### src/rtl/core/bmdt_pkg.sv
package bmdt_pkg;

   // Default sizes of the maps and of the metadata area.
   localparam int BLOCK_COUNT_DEF     = 1024;
   localparam int INODE_COUNT_DEF     = 256;
   localparam int BITS_PER_MAP_DEF    = 256;
   localparam int INODES_PER_META_DEF = 16;
   localparam int META_BLOCKS_DEF     = 32;

   // Item field widths.
   localparam int CMD_W    = 3;
   localparam int NUMBER_W = 10;
   localparam int VALUE_W  = 10;
   localparam int STATUS_W = 2;

   // Register port and register widths.
   localparam int CSR_IDX_W    = 3;
   localparam int CSR_DATA_W   = 11;
   localparam int BLOCKS_REG_W = 11;
   localparam int INODES_REG_W = 9;
   localparam int META_REG_W   = 6;
   localparam int START_REG_W  = 5;

   // Wide enough to hold the largest metadata block count.
   localparam int META_IDX_W = 7;

   // Bitmap bits held in each memory entry.
   localparam int MAP_WORD_W     = 32;
   localparam int MAP_WORD_SHIFT = 5;

   // A flush reports at most this many indices.
   localparam int FLUSH_MAX   = 32;
   localparam int FLUSH_CNT_W = 6;

   typedef enum logic [CMD_W-1:0] {
      CMD_ALLOC_BLK = 3'd0,
      CMD_FREE_BLK  = 3'd1,
      CMD_QUERY_BLK = 3'd2,
      CMD_ALLOC_INO = 3'd3,
      CMD_FREE_INO  = 3'd4,
      CMD_QUERY_INO = 3'd5,
      CMD_MARK_INO  = 3'd6,
      CMD_FLUSH     = 3'd7
   } cmd_type;

   typedef enum logic [STATUS_W-1:0] {
      ST_OK       = 2'd0,
      ST_NO_SPACE = 2'd1,
      ST_CLEAN    = 2'd2
   } status_type;

   localparam logic [CSR_IDX_W-1:0] REG_BLOCKS_IN_USE     = 3'd0;
   localparam logic [CSR_IDX_W-1:0] REG_INODES_IN_USE     = 3'd1;
   localparam logic [CSR_IDX_W-1:0] REG_META_IN_USE       = 3'd2;
   localparam logic [CSR_IDX_W-1:0] REG_BLOCK_MAP_START   = 3'd3;
   localparam logic [CSR_IDX_W-1:0] REG_INODE_MAP_START   = 3'd4;
   localparam logic [CSR_IDX_W-1:0] REG_INODE_TABLE_START = 3'd5;

   localparam logic [BLOCKS_REG_W-1:0] BLOCKS_IN_USE_RST     = 11'd1024;
   localparam logic [INODES_REG_W-1:0] INODES_IN_USE_RST     = 9'd256;
   localparam logic [META_REG_W-1:0]   META_IN_USE_RST       = 6'd32;
   localparam logic [START_REG_W-1:0]  BLOCK_MAP_START_RST   = 5'd1;
   localparam logic [START_REG_W-1:0]  INODE_MAP_START_RST   = 5'd2;
   localparam logic [START_REG_W-1:0]  INODE_TABLE_START_RST = 5'd3;

endpackage

### src/rtl/core/bmdt_if.sv
interface bmdt_req_if;
   import bmdt_pkg::*;

   logic                valid;
   logic                ready;
   logic [CMD_W-1:0]    cmd;
   logic [NUMBER_W-1:0] number;

   modport source (output valid, output cmd, output number, input ready);
   modport sink   (input valid, input cmd, input number, output ready);
endinterface

interface bmdt_rsp_if;
   import bmdt_pkg::*;

   logic                valid;
   logic                ready;
   logic [VALUE_W-1:0]  value;
   logic                is_free;
   logic [STATUS_W-1:0] status;
   logic                last;

   modport source (output valid, output value, output is_free, output status, output last,
                   input ready);
   modport sink   (input valid, input value, input is_free, input status, input last,
                   output ready);
endinterface

### src/rtl/core/bmdt_ram.sv
module bmdt_ram #(
   parameter int WIDTH = bmdt_pkg::MAP_WORD_W,
   parameter int DEPTH = 32,
   localparam int ADDR_W = (DEPTH > 1) ? $clog2(DEPTH) : 1
) (
   input  logic              clock,
   input  logic              wr_en,
   input  logic [ADDR_W-1:0] wr_addr,
   input  logic [WIDTH-1:0]  wr_data,
   input  logic [ADDR_W-1:0] rd_addr,
   output logic [WIDTH-1:0]  rd_data
);

   logic [WIDTH-1:0] mem_ff [DEPTH];
   logic [WIDTH-1:0] rd_data_ff;

   always_ff @(posedge clock) begin
      if (wr_en) begin
         mem_ff[wr_addr] <= wr_data;
      end
      rd_data_ff <= mem_ff[rd_addr];
   end

   assign rd_data = rd_data_ff;

endmodule

### src/rtl/core/bmdt_div.sv
module bmdt_div #(
   parameter int DW = 11,
   parameter int D0 = 256,
   parameter int D1 = 16,
   localparam int MW = DW + 2,
   localparam int PW = DW + MW
) (
   input  logic          clock,
   input  logic          reset,
   input  logic          start,
   input  logic          sel,
   input  logic [DW-1:0] dividend,
   output logic          done,
   output logic [DW-1:0] quotient
);

   // The quotient by a fixed divisor d comes from one multiplication by the
   // reciprocal 2^S / d rounded up, with S the dividend width plus the ceiling
   // of log2 of d. The rounding error stays below one step of the quotient
   // over the whole dividend range, so the result is exact.
   localparam int     S0 = DW + $clog2(D0);
   localparam int     S1 = DW + $clog2(D1);
   localparam longint R0 = ((longint'(1) << S0) + longint'(D0) - 1) / longint'(D0);
   localparam longint R1 = ((longint'(1) << S1) + longint'(D1) - 1) / longint'(D1);
   localparam logic [MW-1:0] RECIP0 = MW'(R0);
   localparam logic [MW-1:0] RECIP1 = MW'(R1);

   logic          done_ff, done_in;
   logic [DW-1:0] quo_ff, quo_in;
   logic [PW-1:0] prod;

   always_comb begin
      prod    = PW'(dividend) * PW'(sel ? RECIP1 : RECIP0);
      done_in = start;
      quo_in  = quo_ff;
      if (start) begin
         quo_in = sel ? DW'(prod >> S1) : DW'(prod >> S0);
      end
   end

   always_ff @(posedge clock) begin
      if (reset) begin
         done_ff <= 1'b0;
      end else begin
         done_ff <= done_in;
      end
      quo_ff <= quo_in;
   end

   assign done     = done_ff;
   assign quotient = quo_ff;

endmodule

### src/rtl/core/bitmap_allocator_dirty_tracker.sv
// First-fit allocator for block and inode numbers with a dirty bit for each
// metadata block. Both used-bitmaps live in single-port-read memories of
// 32-bit words; after reset a clearing pass writes zeros to every word, one
// word a cycle, and no item is taken until it ends. An allocation reads one
// word a cycle up to the search limit. The metadata index of a number comes
// from a reciprocal multiplication. A free or query of a number past its map
// skips the map lookup. Flush scans one metadata index per cycle while the
// output register is free, up to the smaller of meta_in_use and META_BLOCKS,
// and sends each dirty index as its own item, the last one flagged; with
// nothing dirty it sends a single item with status 2. A result sits in an
// output register, so the block takes its next item while that result waits;
// the next result then waits, and stalls the block, until the output register
// is free.
module bitmap_allocator_dirty_tracker #(
   parameter int BLOCK_COUNT        = bmdt_pkg::BLOCK_COUNT_DEF,
   parameter int INODE_COUNT        = bmdt_pkg::INODE_COUNT_DEF,
   parameter int BITS_PER_MAP_BLOCK = bmdt_pkg::BITS_PER_MAP_DEF,
   parameter int INODES_PER_META    = bmdt_pkg::INODES_PER_META_DEF,
   parameter int META_BLOCKS        = bmdt_pkg::META_BLOCKS_DEF
) (
   input  logic                               clock,
   input  logic                               reset,
   bmdt_req_if.sink                           req_if,
   bmdt_rsp_if.source                         rsp_if,
   input  logic                               csr_we,
   input  logic [bmdt_pkg::CSR_IDX_W-1:0]     csr_index,
   input  logic [bmdt_pkg::CSR_DATA_W-1:0]    csr_wdata
);
   import bmdt_pkg::*;

   localparam int WB      = MAP_WORD_SHIFT;
   localparam int BROWS   = (BLOCK_COUNT + MAP_WORD_W - 1) / MAP_WORD_W;
   localparam int IROWS   = (INODE_COUNT + MAP_WORD_W - 1) / MAP_WORD_W;
   localparam int MAXROWS = (BROWS > IROWS) ? BROWS : IROWS;
   localparam int BAW     = (BROWS > 1) ? $clog2(BROWS) : 1;
   localparam int IAW     = (IROWS > 1) ? $clog2(IROWS) : 1;
   localparam int RW      = $clog2(MAXROWS + 1);
   localparam int MAXCNT  = (BLOCK_COUNT > INODE_COUNT) ? BLOCK_COUNT : INODE_COUNT;
   localparam int LW0     = $clog2(MAXCNT + 1);
   localparam int LW      = (LW0 > BLOCKS_REG_W) ? LW0 : BLOCKS_REG_W;
   localparam int DW      = LW;
   localparam int CW      = (((RW + WB) > LW) ? (RW + WB) : LW) + 1;
   localparam int MIW     = $clog2(META_BLOCKS);
   localparam int SW      = DW + 1;

   typedef enum logic [2:0] {
      S_CLEAR,
      S_IDLE,
      S_SCAN,
      S_LOOK,
      S_DIV,
      S_RESP,
      S_FLUSH
   } state_type;

   // Configuration registers.
   logic [BLOCKS_REG_W-1:0] blocks_in_use_ff;
   logic [INODES_REG_W-1:0] inodes_in_use_ff;
   logic [META_REG_W-1:0]   meta_in_use_ff;
   logic [START_REG_W-1:0]  block_map_start_ff;
   logic [START_REG_W-1:0]  inode_map_start_ff;
   logic [START_REG_W-1:0]  inode_table_start_ff;

   state_type               state_ff, state_in;
   logic [RW-1:0]           clr_row_ff, clr_row_in;
   cmd_type                 cmd_ff, cmd_in;
   logic [NUMBER_W-1:0]     num_ff, num_in;
   logic                    sel_ino_ff, sel_ino_in;
   logic [RW-1:0]           issue_row_ff, issue_row_in;
   logic                    chk_vld_ff, chk_vld_in;
   logic [RW-1:0]           chk_row_ff, chk_row_in;
   logic [VALUE_W-1:0]      res_value_ff, res_value_in;
   logic                    res_free_ff, res_free_in;
   status_type              res_status_ff, res_status_in;
   logic [START_REG_W-1:0]  dirty_base_ff, dirty_base_in;
   logic [META_IDX_W-1:0]   flush_idx_ff, flush_idx_in;
   logic [FLUSH_CNT_W-1:0]  flush_cnt_ff, flush_cnt_in;
   logic                    pend_vld_ff, pend_vld_in;
   logic [MIW-1:0]          pend_idx_ff, pend_idx_in;
   logic [META_BLOCKS-1:0]  dirty_ff, dirty_in;
   logic                    rsp_vld_ff, rsp_vld_in;
   logic [VALUE_W-1:0]      rsp_value_ff, rsp_value_in;
   logic                    rsp_free_ff, rsp_free_in;
   status_type              rsp_status_ff, rsp_status_in;
   logic                    rsp_last_ff, rsp_last_in;

   // Memory and divider hookup.
   logic                    blk_we, ino_we;
   logic [RW-1:0]           wr_row, rd_row;
   logic [MAP_WORD_W-1:0]   wr_word;
   logic [MAP_WORD_W-1:0]   blk_rd, ino_rd;
   logic                    div_start, div_done;
   logic [DW-1:0]           div_dividend, div_quo;
   logic                    div_sel;

   // Combinational helpers.
   logic [LW-1:0]           lim_blk, lim_ino, lim_sel;
   logic [META_IDX_W-1:0]   meta_lim;
   logic [MAP_WORD_W-1:0]   word_sel;
   logic [MAP_WORD_W-1:0]   avail;
   logic [CW-1:0]           chk_base, room;
   logic [WB-1:0]           hit_pos;
   logic                    hit;
   logic [DW-1:0]           got;
   logic                    issue_ok;
   logic                    slot_free;
   logic [SW-1:0]           dsum;
   logic [MAP_WORD_W-1:0]   num_bit;
   cmd_type                 req_cmd;
   logic                    req_in_blk, req_in_ino;

   always_ff @(posedge clock) begin
      if (reset) begin
         blocks_in_use_ff     <= BLOCKS_IN_USE_RST;
         inodes_in_use_ff     <= INODES_IN_USE_RST;
         meta_in_use_ff       <= META_IN_USE_RST;
         block_map_start_ff   <= BLOCK_MAP_START_RST;
         inode_map_start_ff   <= INODE_MAP_START_RST;
         inode_table_start_ff <= INODE_TABLE_START_RST;
      end else if (csr_we) begin
         case (csr_index)
            REG_BLOCKS_IN_USE:     blocks_in_use_ff     <= csr_wdata;
            REG_INODES_IN_USE:     inodes_in_use_ff     <= csr_wdata[INODES_REG_W-1:0];
            REG_META_IN_USE:       meta_in_use_ff       <= csr_wdata[META_REG_W-1:0];
            REG_BLOCK_MAP_START:   block_map_start_ff   <= csr_wdata[START_REG_W-1:0];
            REG_INODE_MAP_START:   inode_map_start_ff   <= csr_wdata[START_REG_W-1:0];
            REG_INODE_TABLE_START: inode_table_start_ff <= csr_wdata[START_REG_W-1:0];
            default: ;
         endcase
      end
   end

   // Search limits are the smaller of the register and the map size.
   always_comb begin
      lim_blk = (LW'(blocks_in_use_ff) < LW'(BLOCK_COUNT)) ?
                LW'(blocks_in_use_ff) : LW'(BLOCK_COUNT);
      lim_ino = (LW'(inodes_in_use_ff) < LW'(INODE_COUNT)) ?
                LW'(inodes_in_use_ff) : LW'(INODE_COUNT);
      lim_sel = sel_ino_ff ? lim_ino : lim_blk;
      meta_lim = (META_IDX_W'(meta_in_use_ff) < META_IDX_W'(META_BLOCKS)) ?
                 META_IDX_W'(meta_in_use_ff) : META_IDX_W'(META_BLOCKS);
   end

   // Lowest free bit of the word just read, inside the search limit.
   always_comb begin
      word_sel = sel_ino_ff ? ino_rd : blk_rd;
      chk_base = CW'(chk_row_ff) << WB;
      room     = CW'(lim_sel) - chk_base;
      for (int b = 0; b < MAP_WORD_W; b++) begin
         avail[b] = ~word_sel[b] & (room > CW'(b));
      end
      hit     = chk_vld_ff & (|avail);
      hit_pos = '0;
      for (int b = MAP_WORD_W - 1; b >= 0; b--) begin
         if (avail[b]) begin
            hit_pos = WB'(b);
         end
      end
      got      = DW'(chk_base | CW'(hit_pos));
      issue_ok = (CW'(issue_row_ff) << WB) < CW'(lim_sel);
      num_bit  = MAP_WORD_W'(1) << num_ff[WB-1:0];
      dsum     = SW'(dirty_base_ff) + SW'(div_quo);
   end

   assign req_cmd    = cmd_type'(req_if.cmd);
   assign req_in_blk = LW'(req_if.number) < LW'(BLOCK_COUNT);
   assign req_in_ino = LW'(req_if.number) < LW'(INODE_COUNT);
   assign slot_free  = ~rsp_vld_ff | rsp_if.ready;

   always_comb begin
      state_in      = state_ff;
      clr_row_in    = clr_row_ff;
      cmd_in        = cmd_ff;
      num_in        = num_ff;
      sel_ino_in    = sel_ino_ff;
      issue_row_in  = issue_row_ff;
      chk_vld_in    = chk_vld_ff;
      chk_row_in    = chk_row_ff;
      res_value_in  = res_value_ff;
      res_free_in   = res_free_ff;
      res_status_in = res_status_ff;
      dirty_base_in = dirty_base_ff;
      flush_idx_in  = flush_idx_ff;
      flush_cnt_in  = flush_cnt_ff;
      pend_vld_in   = pend_vld_ff;
      pend_idx_in   = pend_idx_ff;
      dirty_in      = dirty_ff;
      rsp_vld_in    = rsp_vld_ff & ~rsp_if.ready;
      rsp_value_in  = rsp_value_ff;
      rsp_free_in   = rsp_free_ff;
      rsp_status_in = rsp_status_ff;
      rsp_last_in   = rsp_last_ff;

      blk_we       = 1'b0;
      ino_we       = 1'b0;
      wr_row       = '0;
      wr_word      = '0;
      rd_row       = issue_row_ff;
      div_start    = 1'b0;
      div_dividend = DW'(num_ff);
      div_sel      = 1'b0;

      case (state_ff)
         S_CLEAR: begin
            wr_row = clr_row_ff;
            blk_we = (clr_row_ff < RW'(BROWS));
            ino_we = (clr_row_ff < RW'(IROWS));
            if (clr_row_ff == RW'(MAXROWS - 1)) begin
               state_in = S_IDLE;
            end else begin
               clr_row_in = clr_row_ff + 1'b1;
            end
         end

         S_IDLE: begin
            rd_row = RW'(req_if.number >> WB);
            if (req_if.valid) begin
               cmd_in        = req_cmd;
               num_in        = req_if.number;
               res_value_in  = '0;
               res_free_in   = 1'b0;
               res_status_in = ST_OK;
               case (req_cmd)
                  CMD_ALLOC_BLK, CMD_ALLOC_INO: begin
                     sel_ino_in    = (req_cmd == CMD_ALLOC_INO);
                     dirty_base_in = (req_cmd == CMD_ALLOC_INO) ?
                                     inode_map_start_ff : block_map_start_ff;
                     issue_row_in  = '0;
                     chk_vld_in    = 1'b0;
                     state_in      = S_SCAN;
                  end
                  CMD_FREE_BLK, CMD_QUERY_BLK: begin
                     sel_ino_in    = 1'b0;
                     dirty_base_in = block_map_start_ff;
                     state_in      = req_in_blk ? S_LOOK : S_RESP;
                  end
                  CMD_FREE_INO, CMD_QUERY_INO: begin
                     sel_ino_in    = 1'b1;
                     dirty_base_in = inode_map_start_ff;
                     state_in      = req_in_ino ? S_LOOK : S_RESP;
                  end
                  CMD_MARK_INO: begin
                     dirty_base_in = inode_table_start_ff;
                     div_start     = 1'b1;
                     div_dividend  = DW'(req_if.number);
                     div_sel       = 1'b1;
                     state_in      = S_DIV;
                  end
                  CMD_FLUSH: begin
                     flush_idx_in = '0;
                     flush_cnt_in = '0;
                     pend_vld_in  = 1'b0;
                     state_in     = S_FLUSH;
                  end
                  default: ;
               endcase
            end
         end

         // One word read per cycle; the word read last cycle is checked now.
         S_SCAN: begin
            if (hit) begin
               wr_row       = chk_row_ff;
               wr_word      = word_sel | (MAP_WORD_W'(1) << hit_pos);
               blk_we       = ~sel_ino_ff;
               ino_we       = sel_ino_ff;
               res_value_in = VALUE_W'(got);
               div_start    = 1'b1;
               div_dividend = got;
               state_in     = S_DIV;
            end else if (issue_ok) begin
               rd_row       = issue_row_ff;
               issue_row_in = issue_row_ff + 1'b1;
               chk_row_in   = issue_row_ff;
               chk_vld_in   = 1'b1;
            end else begin
               res_status_in = ST_NO_SPACE;
               state_in      = S_RESP;
            end
         end

         S_LOOK: begin
            if (cmd_ff == CMD_QUERY_BLK || cmd_ff == CMD_QUERY_INO) begin
               res_free_in = ~word_sel[num_ff[WB-1:0]];
               state_in    = S_RESP;
            end else begin
               wr_row    = RW'(num_ff >> WB);
               wr_word   = word_sel & ~num_bit;
               blk_we    = ~sel_ino_ff;
               ino_we    = sel_ino_ff;
               div_start = 1'b1;
               state_in  = S_DIV;
            end
         end

         S_DIV: begin
            if (div_done) begin
               // Indices beyond the metadata area are dropped.
               if (dsum < SW'(META_BLOCKS)) begin
                  dirty_in[dsum[MIW-1:0]] = 1'b1;
               end
               state_in = S_RESP;
            end
         end

         S_RESP: begin
            if (slot_free) begin
               rsp_vld_in    = 1'b1;
               rsp_value_in  = res_value_ff;
               rsp_free_in   = res_free_ff;
               rsp_status_in = res_status_ff;
               rsp_last_in   = 1'b1;
               state_in      = S_IDLE;
            end
         end

         // A found index is held back one step so that the last one can be
         // flagged once the scan knows no further index follows.
         S_FLUSH: begin
            if (slot_free) begin
               if (flush_idx_ff < meta_lim && flush_cnt_ff < FLUSH_CNT_W'(FLUSH_MAX)) begin
                  if (dirty_ff[flush_idx_ff[MIW-1:0]]) begin
                     dirty_in[flush_idx_ff[MIW-1:0]] = 1'b0;
                     if (pend_vld_ff) begin
                        rsp_vld_in    = 1'b1;
                        rsp_value_in  = VALUE_W'(pend_idx_ff);
                        rsp_free_in   = 1'b0;
                        rsp_status_in = ST_OK;
                        rsp_last_in   = 1'b0;
                     end
                     pend_vld_in  = 1'b1;
                     pend_idx_in  = flush_idx_ff[MIW-1:0];
                     flush_cnt_in = flush_cnt_ff + 1'b1;
                  end
                  flush_idx_in = flush_idx_ff + 1'b1;
               end else begin
                  rsp_vld_in    = 1'b1;
                  rsp_value_in  = pend_vld_ff ? VALUE_W'(pend_idx_ff) : '0;
                  rsp_free_in   = 1'b0;
                  rsp_status_in = pend_vld_ff ? ST_OK : ST_CLEAN;
                  rsp_last_in   = 1'b1;
                  state_in      = S_IDLE;
               end
            end
         end

         default: state_in = S_IDLE;
      endcase
   end

   always_ff @(posedge clock) begin
      if (reset) begin
         state_ff    <= S_CLEAR;
         clr_row_ff  <= '0;
         chk_vld_ff  <= 1'b0;
         pend_vld_ff <= 1'b0;
         dirty_ff    <= '0;
         rsp_vld_ff  <= 1'b0;
      end else begin
         state_ff    <= state_in;
         clr_row_ff  <= clr_row_in;
         chk_vld_ff  <= chk_vld_in;
         pend_vld_ff <= pend_vld_in;
         dirty_ff    <= dirty_in;
         rsp_vld_ff  <= rsp_vld_in;
      end
      cmd_ff        <= cmd_in;
      num_ff        <= num_in;
      sel_ino_ff    <= sel_ino_in;
      issue_row_ff  <= issue_row_in;
      chk_row_ff    <= chk_row_in;
      res_value_ff  <= res_value_in;
      res_free_ff   <= res_free_in;
      res_status_ff <= res_status_in;
      dirty_base_ff <= dirty_base_in;
      flush_idx_ff  <= flush_idx_in;
      flush_cnt_ff  <= flush_cnt_in;
      pend_idx_ff   <= pend_idx_in;
      rsp_value_ff  <= rsp_value_in;
      rsp_free_ff   <= rsp_free_in;
      rsp_status_ff <= rsp_status_in;
      rsp_last_ff   <= rsp_last_in;
   end

   bmdt_ram #(
      .WIDTH (MAP_WORD_W),
      .DEPTH (BROWS)
   ) u_blk_ram (
      .clock   (clock),
      .wr_en   (blk_we),
      .wr_addr (wr_row[BAW-1:0]),
      .wr_data (wr_word),
      .rd_addr (rd_row[BAW-1:0]),
      .rd_data (blk_rd)
   );

   bmdt_ram #(
      .WIDTH (MAP_WORD_W),
      .DEPTH (IROWS)
   ) u_ino_ram (
      .clock   (clock),
      .wr_en   (ino_we),
      .wr_addr (wr_row[IAW-1:0]),
      .wr_data (wr_word),
      .rd_addr (rd_row[IAW-1:0]),
      .rd_data (ino_rd)
   );

   bmdt_div #(
      .DW (DW),
      .D0 (BITS_PER_MAP_BLOCK),
      .D1 (INODES_PER_META)
   ) u_div (
      .clock    (clock),
      .reset    (reset),
      .start    (div_start),
      .sel      (div_sel),
      .dividend (div_dividend),
      .done     (div_done),
      .quotient (div_quo)
   );

   assign req_if.ready   = (state_ff == S_IDLE);
   assign rsp_if.valid   = rsp_vld_ff;
   assign rsp_if.value   = rsp_value_ff;
   assign rsp_if.is_free = rsp_free_ff;
   assign rsp_if.status  = rsp_status_ff;
   assign rsp_if.last    = rsp_last_ff;

   // The divider only finishes while the controller waits for it.
   a_div_done_in_div: assert property (@(posedge clock) disable iff (reset)
      div_done |-> state_ff == S_DIV)
      else $error("divider finished outside the divide state");

   // Bitmap words are only written by the clearing pass or a read-modify-write.
   a_ram_write_state: assert property (@(posedge clock) disable iff (reset)
      (blk_we || ino_we) |->
         (state_ff == S_CLEAR || state_ff == S_SCAN || state_ff == S_LOOK))
      else $error("bitmap write outside clear, scan or update");

   // Only a flush in progress leaves an item without the last flag.
   a_nonlast_in_flush: assert property (@(posedge clock) disable iff (reset)
      (rsp_vld_ff && !rsp_last_ff) |-> state_ff == S_FLUSH)
      else $error("item without last flag outside a flush");

   a_flush_bound: assert property (@(posedge clock) disable iff (reset)
      state_ff == S_FLUSH |-> flush_cnt_ff <= FLUSH_CNT_W'(FLUSH_MAX))
      else $error("flush reported more indices than allowed");

endmodule
### src/flat_wrapper.sv
// flat-port wrapper written by rule: the top's interface ports become plain ports
module bitmap_allocator_dirty_tracker_flat import bmdt_pkg::*;
#(
   parameter int BLOCK_COUNT        = bmdt_pkg::BLOCK_COUNT_DEF,
   parameter int INODE_COUNT        = bmdt_pkg::INODE_COUNT_DEF,
   parameter int BITS_PER_MAP_BLOCK = bmdt_pkg::BITS_PER_MAP_DEF,
   parameter int INODES_PER_META    = bmdt_pkg::INODES_PER_META_DEF,
   parameter int META_BLOCKS        = bmdt_pkg::META_BLOCKS_DEF
)
  (clock, reset, csr_we, csr_index, csr_wdata, req_if_valid, req_if_cmd, req_if_number, req_if_ready, rsp_if_valid, rsp_if_value, rsp_if_is_free, rsp_if_status, rsp_if_last, rsp_if_ready);
  bmdt_req_if req_if_i ();
  bmdt_rsp_if rsp_if_i ();
  input  logic clock;
  input  logic reset;
  input  logic csr_we;
  input  logic [bmdt_pkg::CSR_IDX_W-1:0] csr_index;
  input  logic [bmdt_pkg::CSR_DATA_W-1:0] csr_wdata;
  input wire logic [$bits(req_if_i.valid)-1:0] req_if_valid;
  input wire logic [$bits(req_if_i.cmd)-1:0] req_if_cmd;
  input wire logic [$bits(req_if_i.number)-1:0] req_if_number;
  output wire logic [$bits(req_if_i.ready)-1:0] req_if_ready;
  output wire logic [$bits(rsp_if_i.valid)-1:0] rsp_if_valid;
  output wire logic [$bits(rsp_if_i.value)-1:0] rsp_if_value;
  output wire logic [$bits(rsp_if_i.is_free)-1:0] rsp_if_is_free;
  output wire logic [$bits(rsp_if_i.status)-1:0] rsp_if_status;
  output wire logic [$bits(rsp_if_i.last)-1:0] rsp_if_last;
  input wire logic [$bits(rsp_if_i.ready)-1:0] rsp_if_ready;
  assign req_if_i.valid = req_if_valid;
  assign req_if_i.cmd = req_if_cmd;
  assign req_if_i.number = req_if_number;
  assign req_if_ready = req_if_i.ready;
  assign rsp_if_valid = rsp_if_i.valid;
  assign rsp_if_value = rsp_if_i.value;
  assign rsp_if_is_free = rsp_if_i.is_free;
  assign rsp_if_status = rsp_if_i.status;
  assign rsp_if_last = rsp_if_i.last;
  assign rsp_if_i.ready = rsp_if_ready;
  bitmap_allocator_dirty_tracker #(.BLOCK_COUNT(BLOCK_COUNT), .INODE_COUNT(INODE_COUNT), .BITS_PER_MAP_BLOCK(BITS_PER_MAP_BLOCK), .INODES_PER_META(INODES_PER_META), .META_BLOCKS(META_BLOCKS)) u_core (.clock(clock), .reset(reset), .req_if(req_if_i), .rsp_if(rsp_if_i), .csr_we(csr_we), .csr_index(csr_index), .csr_wdata(csr_wdata));
endmodule
### config.mk
export PLATFORM = sky130hd
export DESIGN_NAME = bitmap_allocator_dirty_tracker_flat
export DESIGN_NICKNAME = d
export VERILOG_FILES = /design/src/rtl/core/bmdt_pkg.sv /design/src/rtl/core/bmdt_if.sv /design/src/rtl/core/bmdt_ram.sv /design/src/rtl/core/bmdt_div.sv /design/src/rtl/core/bitmap_allocator_dirty_tracker.sv /design/src/flat_wrapper.sv
export SDC_FILE = /design/constraint.sdc
export NUM_CORES = 2
export LEC_CHECK = 0
export BUFFER_PORTS_ARGS = -buffer_cell sky130_fd_sc_hd__buf_2
export CAP_MARGIN = 10
export CORE_ASPECT_RATIO = 0.8
export CORE_MARGIN = 2
export CORE_UTILIZATION = 55
export DETAILED_ROUTE_END_ITERATION = 7
export PLACE_DENSITY = 0.81
export SYNTH_ARGS = -nofsm -noshare
export SYNTH_HDL_FRONTEND = slang
export SYNTH_SLANG_ARGS = --single-unit
### constraint.sdc
create_clock -name clock -period 11.9 [get_ports clock]
set_input_delay 0.595 -clock clock [delete_from_list [all_inputs] [get_ports clock]]
set_output_delay 0.595 -clock clock [all_outputs]
set_load 0.01 [all_outputs]
Yosys cells after proc, flatten, opt, wreduce, memory -nomap -nowiden
Memories as Yosys holds them, arrays and structs flattened. A register that Yosys moved wholly into a read port is not among the register bits.
Cells that the tools add are included.
{"block": "word_totals", "reg_bits": 173, "ramBits": 1280, "word_cells": 408, "memories": 2}
{"block": "op_classes", "add_sub_neg": 6, "n_lt_le_gt_ge": 47, "eq_ne": 40, "n_shift": 2, "mux": 161, "bitwise_logic": 80, "n_reduce_logical": 39}
{"memory": "u_core.u_blk_ram.mem_ff", "depth": 32, "word_bits": 32, "read_ports": 1, "rd_ports_with_merged_regs": 1, "wr": 1, "line": "bmdt_ram.sv:14", "source": "logic [WIDTH-1:0] mem_ff [DEPTH];"}
{"memory": "u_core.u_ino_ram.mem_ff", "depth": 8, "word_bits": 32, "read_ports": 1, "rd_ports_with_merged_regs": 1, "wr": 1, "line": "bmdt_ram.sv:14"}
{"operator": "2-to-1 mux 32 bit", "count": 8}
{"operator": "> comparator 12 x 5 -> 1 bit, second input constant", "count": 16}
{"operator": "2-to-1 mux 5 bit", "count": 37}
{"operator": "one-hot mux 32 bit (2 select lines)", "count": 2}
{"operator": "> comparator 12 x 4 -> 1 bit, second input constant", "count": 8}
{"operator": "2-to-1 mux 10 bit", "count": 8}
{"operator": "bitwise AND 32 bit", "count": 2}
{"operator": "NOT 32 bit", "count": 2}
{"operator": "bitwise OR 32 bit", "count": 2}
{"operator": "left shift 1 x 5 -> 32 bit, first input constant", "count": 2}
{"operator": "2-to-1 mux 6 bit", "count": 10}
{"operator": "> comparator 12 x 3 -> 1 bit, second input constant", "count": 4}
{"operator": "2-to-1 mux 11 bit", "count": 4}
{"operator": "2-to-1 mux 1 bit", "count": 42}
{"operator": "one-hot mux 10 bit (2 select lines)", "count": 2}
{"operator": "NOT 1 bit", "count": 38}
{"operator": "bitwise AND 1 bit", "count": 34}
{"operator": "OR reduction 32 bit", "count": 1}
{"operator": "equality test 3 bit, second input constant", "count": 10}
{"operator": "2-to-1 mux 3 bit", "count": 10}
{"operator": "2-to-1 mux 7 bit", "count": 4}
{"operator": "> comparator 12 x 1 -> 1 bit, second input constant", "count": 2}
{"operator": "> comparator 12 x 2 -> 1 bit, second input constant", "count": 2}
{"operator": "one-hot mux 6 bit (2 select lines)", "count": 2}
{"operator": "49 further kinds", "count": 123}

Longest topological paths before layout
{"block": "logic_depth", "ltp_word": 42, "mapped_depth": 24, "mapped_depth_nobuf": 15}

Hierarchy
Synthesis repeated with hierarchy kept, for this count alone.
{"block": "unflattened", "cells_unflattened": 3918, "hier_area_um2": 62052.0}
{"module": "bmdt_ram (u_core.u_blk_ram)", "n_inst": 1, "cells_each": 2260, "area_per_inst_um2": 40485.1}
{"module": "bitmap_allocator_dirty_tracker", "n_inst": 1, "cells_each": 1222, "area_per_inst_um2": 10771.6}
{"module": "bmdt_ram (u_core.u_ino_ram)", "n_inst": 1, "cells_each": 415, "area_per_inst_um2": 10466.3}
{"module": "bmdt_div", "n_inst": 1, "cells_each": 21, "area_per_inst_um2": 329.1}

Least setup slack after synthesis
OpenSTA, ideal clock, no wires.
{"block": "synth_timing", "path_type": "register to register", "start": "register u_core.sel_ino_ff", "end": "memory u_core.u_blk_ram.mem_ff[6][0] in the netlist's numbering, enable pin", "setup_time_ns": 0.594, "arrival_time_ns": 10.096, "t_required_ns": 11.306, "setup_slack_ns": 1.209, "path_stages_with_launch": 23, "n_path_buf": 9, "period_less_slack_ns": 10.691, "cell_sequence": "edfxtp_1 > buf_2 > buf_2 > buf_2 > buf_2 > clkbuf_1 > clkbuf_1 > a31oi_1 > ha_1 > fa_1 > nand2_1 > a211oi_2 > and3_1 > buf_4 > and4_1 > buf_4 > a21oi_1 > nor4_4 > a31oi_1 > buf_2 > a222oi_1 > nand3b_1 > a2111oi_0"}
{"block": "synth_between", "elab_chain_cells": 10, "word_cells_on_any_way": 109, "cone_classes": "add/sub (1); order compare (32); mux (9); bitwise (66); reduce/logical (1)"}
{"item": "start: declaration", "line": "bitmap_allocator_dirty_tracker.sv:68", "source": "logic sel_ino_ff, sel_ino_in;"}
{"item": "start signal: assignment", "line": "bitmap_allocator_dirty_tracker.sv:369", "source": "sel_ino_ff <= sel_ino_in;"}
{"item": "2-to-1 mux 11 bit", "line": "bitmap_allocator_dirty_tracker.sv:139", "source": "lim_sel = sel_ino_ff ? lim_ino : lim_blk;"}
{"item": "subtractor 11 x 11 -> 12 bit", "line": "bitmap_allocator_dirty_tracker.sv:148", "source": "room = CW'(lim_sel) - chk_base;"}
{"item": "> comparator 12 x 1 -> 1 bit, or another cell as far along", "line": "bitmap_allocator_dirty_tracker.sv:150", "source": "avail[b] = ~word_sel[b] & (room > CW'(b));"}
{"item": "bitwise AND 1 bit", "line": "bitmap_allocator_dirty_tracker.sv:150"}
{"item": "OR reduction 32 bit", "line": "bitmap_allocator_dirty_tracker.sv:152", "source": "hit = chk_vld_ff & (|avail);"}
{"item": "bitwise AND 1 bit", "line": "bitmap_allocator_dirty_tracker.sv:152"}
{"item": "2-to-1 mux 1 bit", "line": "bitmap_allocator_dirty_tracker.sv:262", "source": "if (hit) begin"}
{"item": "one-hot mux 1 bit (3 select lines)", "line": "bitmap_allocator_dirty_tracker.sv:203", "source": "case (state_ff)"}
{"item": "2-to-1 mux 1 bit", "line": "bmdt_ram.sv:18", "source": "if (wr_en) begin"}
{"item": "2-to-1 mux 1 bit (not written as such)", "line": "bmdt_ram.sv:19", "source": "mem_ff[wr_addr] <= wr_data;"}
{"item": "end: declaration", "line": "bmdt_ram.sv:14"}
Several ways; a longest one is shown, not always the timed one.

Worst setup path after layout
{"block": "layout_timing", "start": "register u_core.sel_ino_ff", "end": "memory u_core.u_blk_ram.mem_ff[20][23] in the netlist's numbering, enable pin"}
Same word-level chain as after synthesis.

==> flow_metrics.env <==
export IMPL_via_per_inst=6.662
export IMPL_port_buffers=47
export IMPL_syn_to_final_growth_pct=11.52
export IMPL_async_flop_share_pct=0
export IMPL_multi_input_comb_area_mm2=0.01698
export IMPL_synthFlopType="edfxtp_1"
export IMPL_holdPathStages=1
export IMPL_hp_class="input port to flip-flop"
export IMPL_final_max_slew_violation_count=0
export IMPL_syn_area_per_cell_um2=16.45
export IMPL_ys_seq_area_share_pct=71.70
export IMPL_synthTopCellsByCount="1362 x edfxtp_1, 562 x nand2_1, 334 x mux4_2"
export IMPL_r2r_end="u_core.u_blk_ram.mem_ff[20][23]"
export IMPL_final_cells=5348
export IMPL_r2r_slack_ps=4800
export IMPL_yosysTopAreaCellShare_pct=66.80
export IMPL_cts_resized_gates=0
export IMPL_hpwl_um=93830
export IMPL_rows=109
export IMPL_initial_core_util_pct=55.43
export IMPL_criticalPathCategory="flip-flop to flip-flop"
export IMPL_fp_dieArea_mm2=0.1140
export IMPL_crit_arrival_ps=7480
export IMPL_relSlewSlack_pct=18.80
export IMPL_gp_congestion=0.9652
export IMPL_drtIter0Drc=5446
export IMPL_die_w_um=377.0
export IMPL_numCtsBuffers=136
export IMPL_dp_cells=5096
export IMPL_fin_crit_ps=7103
export IMPL_setup_viol=0
export IMPL_critical_path_peak_fanout=80
export IMPL_grt_overflow=0
export IMPL_worstHoldStart="req_if_number[0]"
export IMPL_first_global_vias=34580
export IMPL_fill_cells=7512
export IMPL_rsz0062_at_grt="false"
export IMPL_htree_levels=4
export IMPL_finClkSkew_ps=28.69
export IMPL_reg2regPathDepth=16
export IMPL_crit_top_cell="buf_4"
export IMPL_vias=35630
export IMPL_max_stage_delay_ps=870
export IMPL_preCtsSetupSlack_ps=4861
export IMPL_yosys_warnings=0
export IMPL_clk_latency_ps=770
export IMPL_status="completed"
export IMPL_synth_area_leaders="edfxtp_1 67%, mux4_2 12%, dfxtp_1 4.9%, nand2_1 3.4%, nand3_1 1.6%"
export IMPL_whs_ps=36.11
export IMPL_coreArea_mm2=0.1105
export IMPL_drive_gt1_share_pct=20.29
export IMPL_maxCapViolations=0
export IMPL_fin_setup_tns_ps=0
export IMPL_grt_first_pass_wirelength_um=234100
export IMPL_fin_nets=3856
export IMPL_hold_violations=0
export IMPL_cp_start_kind="flip-flop"
export IMPL_synth_top_area_cell="edfxtp_1"
export IMPL_power_leakage_nw=22.05
export IMPL_rr_startpoint="u_core.sel_ino_ff"
export IMPL_ys_ff_latch=1512
export IMPL_layout_setup_ws_ps=4797
export IMPL_synthCells=3722
export IMPL_worst_path_max_delay_cell="nor2_4"
export IMPL_max_freq_mhz=140.8
export IMPL_grtUsageTotal_pct=28.37
export IMPL_yosysMostFrequentCell="edfxtp_1"
export IMPL_syn_nets=3785
export IMPL_path_cells="buf_4 -> a31oi_1 -> ha_1 -> fa_1 -> nand2b_1 -> o2bb2ai_1 -> mux2i_1 -> o41ai_1 -> o2111ai_1 -> nor4_2 -> a31oi_4 -> buf_4 -> a222oi_1 -> buf_4 -> or3b_1 -> nor2_4"
export IMPL_remaining_drc_errors=0
export IMPL_endpoint_kind="flip-flop"
export IMPL_pin_count=48
export IMPL_netlist_cell_type_count=82
export IMPL_antenna_found_initial=8
export IMPL_syn_area_mm2=0.06123
export IMPL_dr_pass1_iters=6
export IMPL_path_clk_slew_ps=70
export IMPL_fin_crit_sh_pct=59.69
export IMPL_drt_wl_total_um=160800
export IMPL_min_to="u_core.num_ff[0]"
export IMPL_clock_path_buffers=3
export IMPL_required_ps=12270
export IMPL_grt_start_max_net_pins=138
export IMPL_p_per_area_mw_per_mm2=215.4
export IMPL_peakVddDrop_mv=0.2504
export IMPL_worstMarginPinSlew_ps=1218
export IMPL_cts_num_sinks=1512
export IMPL_post_drt_wl_per_cell_um=30.06
export IMPL_cts_root_buf="clkbuf_16"
export IMPL_synth_edf_count=1362
export IMPL_cts_tree="done"
export IMPL_antenna_left=0
export IMPL_die_h_um=302.4
export IMPL_seq_area_mm2=0.04390
cell families (layout without fill, tap and decap cells):
kind of cell             after synthesis  count (layout)  synth area share (%)
flip-flops                          1512            1512                 71.70
multiplexers                         410             410                 13.57
other                                  1               2              0.006124
AO/OA/AOI/OAI                        405             405                 4.163
XOR/XNOR                              23              23                0.3290
adder cells (fa/ha/maj)               31              31                0.6580
AND/OR/NAND/NOR                     1110            1110                 8.127
buffers and inverters                230             412                 1.451
report_power, final:
group,total (mW),internal [mW],switching [mW]
combinational,3.68,1.26,2.43
clock,4.50,2.52,1.97
sequential,6.53,6.31,0.222
total,14.7,10.1,4.62
cells in the final DEF, fill, tap and decap left out, types with 11 or more instances in the layout:
cell type and n:
buf_2 47, clkinv_1 19, buf_4 81, clkinv_2 21
nor2b_1 18, nand3b_1 12, mux2_2 17, nor2_1 154
mux2i_1 52, nor3_1 16, dfxtp_1 150, ha_1 29
xnor2_1 11, a21oi_1 125, nor3_2 11, xor2_1 12
clkbuf_1 32, o22ai_2 11, o21ai_0 99, clkbuf_16 140
bufinv_16 15, o211ai_1 12, mux4_2 334, o22ai_1 17
edfxtp_1 1362, nand3_1 198, and3_1 18, nand2b_1 14
inv_1 28, nand2_1 562, and2_1 16, nor2_4 18
area by class of cell:
type                            count  share of cell area (%)
Sequential cell                  1512                   64.29
Multi-Input combinational cell   1980                   24.87
Clock buffer                      174                   5.330
Tap cell                         1443                   2.644
Timing Repair Buffer              134                   1.404
Clock inverter                     75                   1.295
Inverter                           29                  0.1594
Antenna cell                        1                0.003665
worst max path at each step:
stage	startpoint	to	slack (ps)	depth (start not counted)
5_1_grt	u_core.sel_ino_ff	u_core.u_blk_ram.mem_ff[21][28]	4400	16
3_3_place_gp	u_core.sel_ino_ff	u_core.u_blk_ram.mem_ff[21][3]	4940	17
3_5_place_dp	u_core.sel_ino_ff	u_core.u_blk_ram.mem_ff[20][27]	4860	16
4_1_cts	u_core.sel_ino_ff	u_core.u_blk_ram.mem_ff[20][17]	4850	16
2_1_floorplan	u_core.sel_ino_ff	u_core.u_blk_ram.mem_ff[6][0]	1210	22
6_report	u_core.sel_ino_ff	u_core.u_blk_ram.mem_ff[20][23]	4800	16
registers in the layout, summed over array words and instances (netlist names), 6 cells and up:
signal	flops
u_core.chk_row_ff	6
u_core.flush_cnt_ff	6
u_core.rsp_if.value	10
u_core.u_ino_ram.mem_ff	256
u_core.dirty_ff	32
u_core.clr_row_ff	6
u_core.meta_in_use_ff	6
u_core.u_ino_ram.rd_data	32
u_core.num_ff	10
u_core.u_div.quotient	7
u_core.u_blk_ram.mem_ff	1024
u_core.inodes_in_use_ff	9
u_core.u_blk_ram.rd_data	32
u_core.res_value_ff	10
u_core.flush_idx_ff	7
u_core.issue_row_ff	6
u_core.blocks_in_use_ff	11
worst max-delay path, delay by kind of cell, from the launching register on:
family	cells	cell delay (ps)
AO/OA/AOI/OAI	6	1730
AND/OR/NAND/NOR	4	2270
buffers and inverters	3	1320
multiplexers	1	310
adder cells (fa/ha/maj)	2	680
flip-flops	1	320
routing by layer:
layer,share of wire [%],global-route usage (%),vias up
met5,0.0081,0,-
met4,4.2,12.11,2
met3,12,7.534,391
met2,46,42.52,2510
met1,38,39.91,18000
li1,-,-,14730
through the flow:
step / cell area, um^2 / power [mW] / util, %
5_1_grt: 68280 / 15.14 / 61.81
4_1_cts: 68260 / 14.67 / 61.79
3_3_place_gp: 63720 / 10.10 / 57.68
3_5_place_dp: 63720 / 10.18 / 57.68
6_report: 68280 / 14.71 / 61.81
2_1_floorplan: 61230 / 8.808 / -
timing repair:
| action | in CTS | in global routing |
|---|---|---|
| hold buffers | 1 | 0 |
| buffers inserted | 0 | 0 |
| hold endpoints to repair | 1 | 0 |
(Power assumes the default switching activity.)
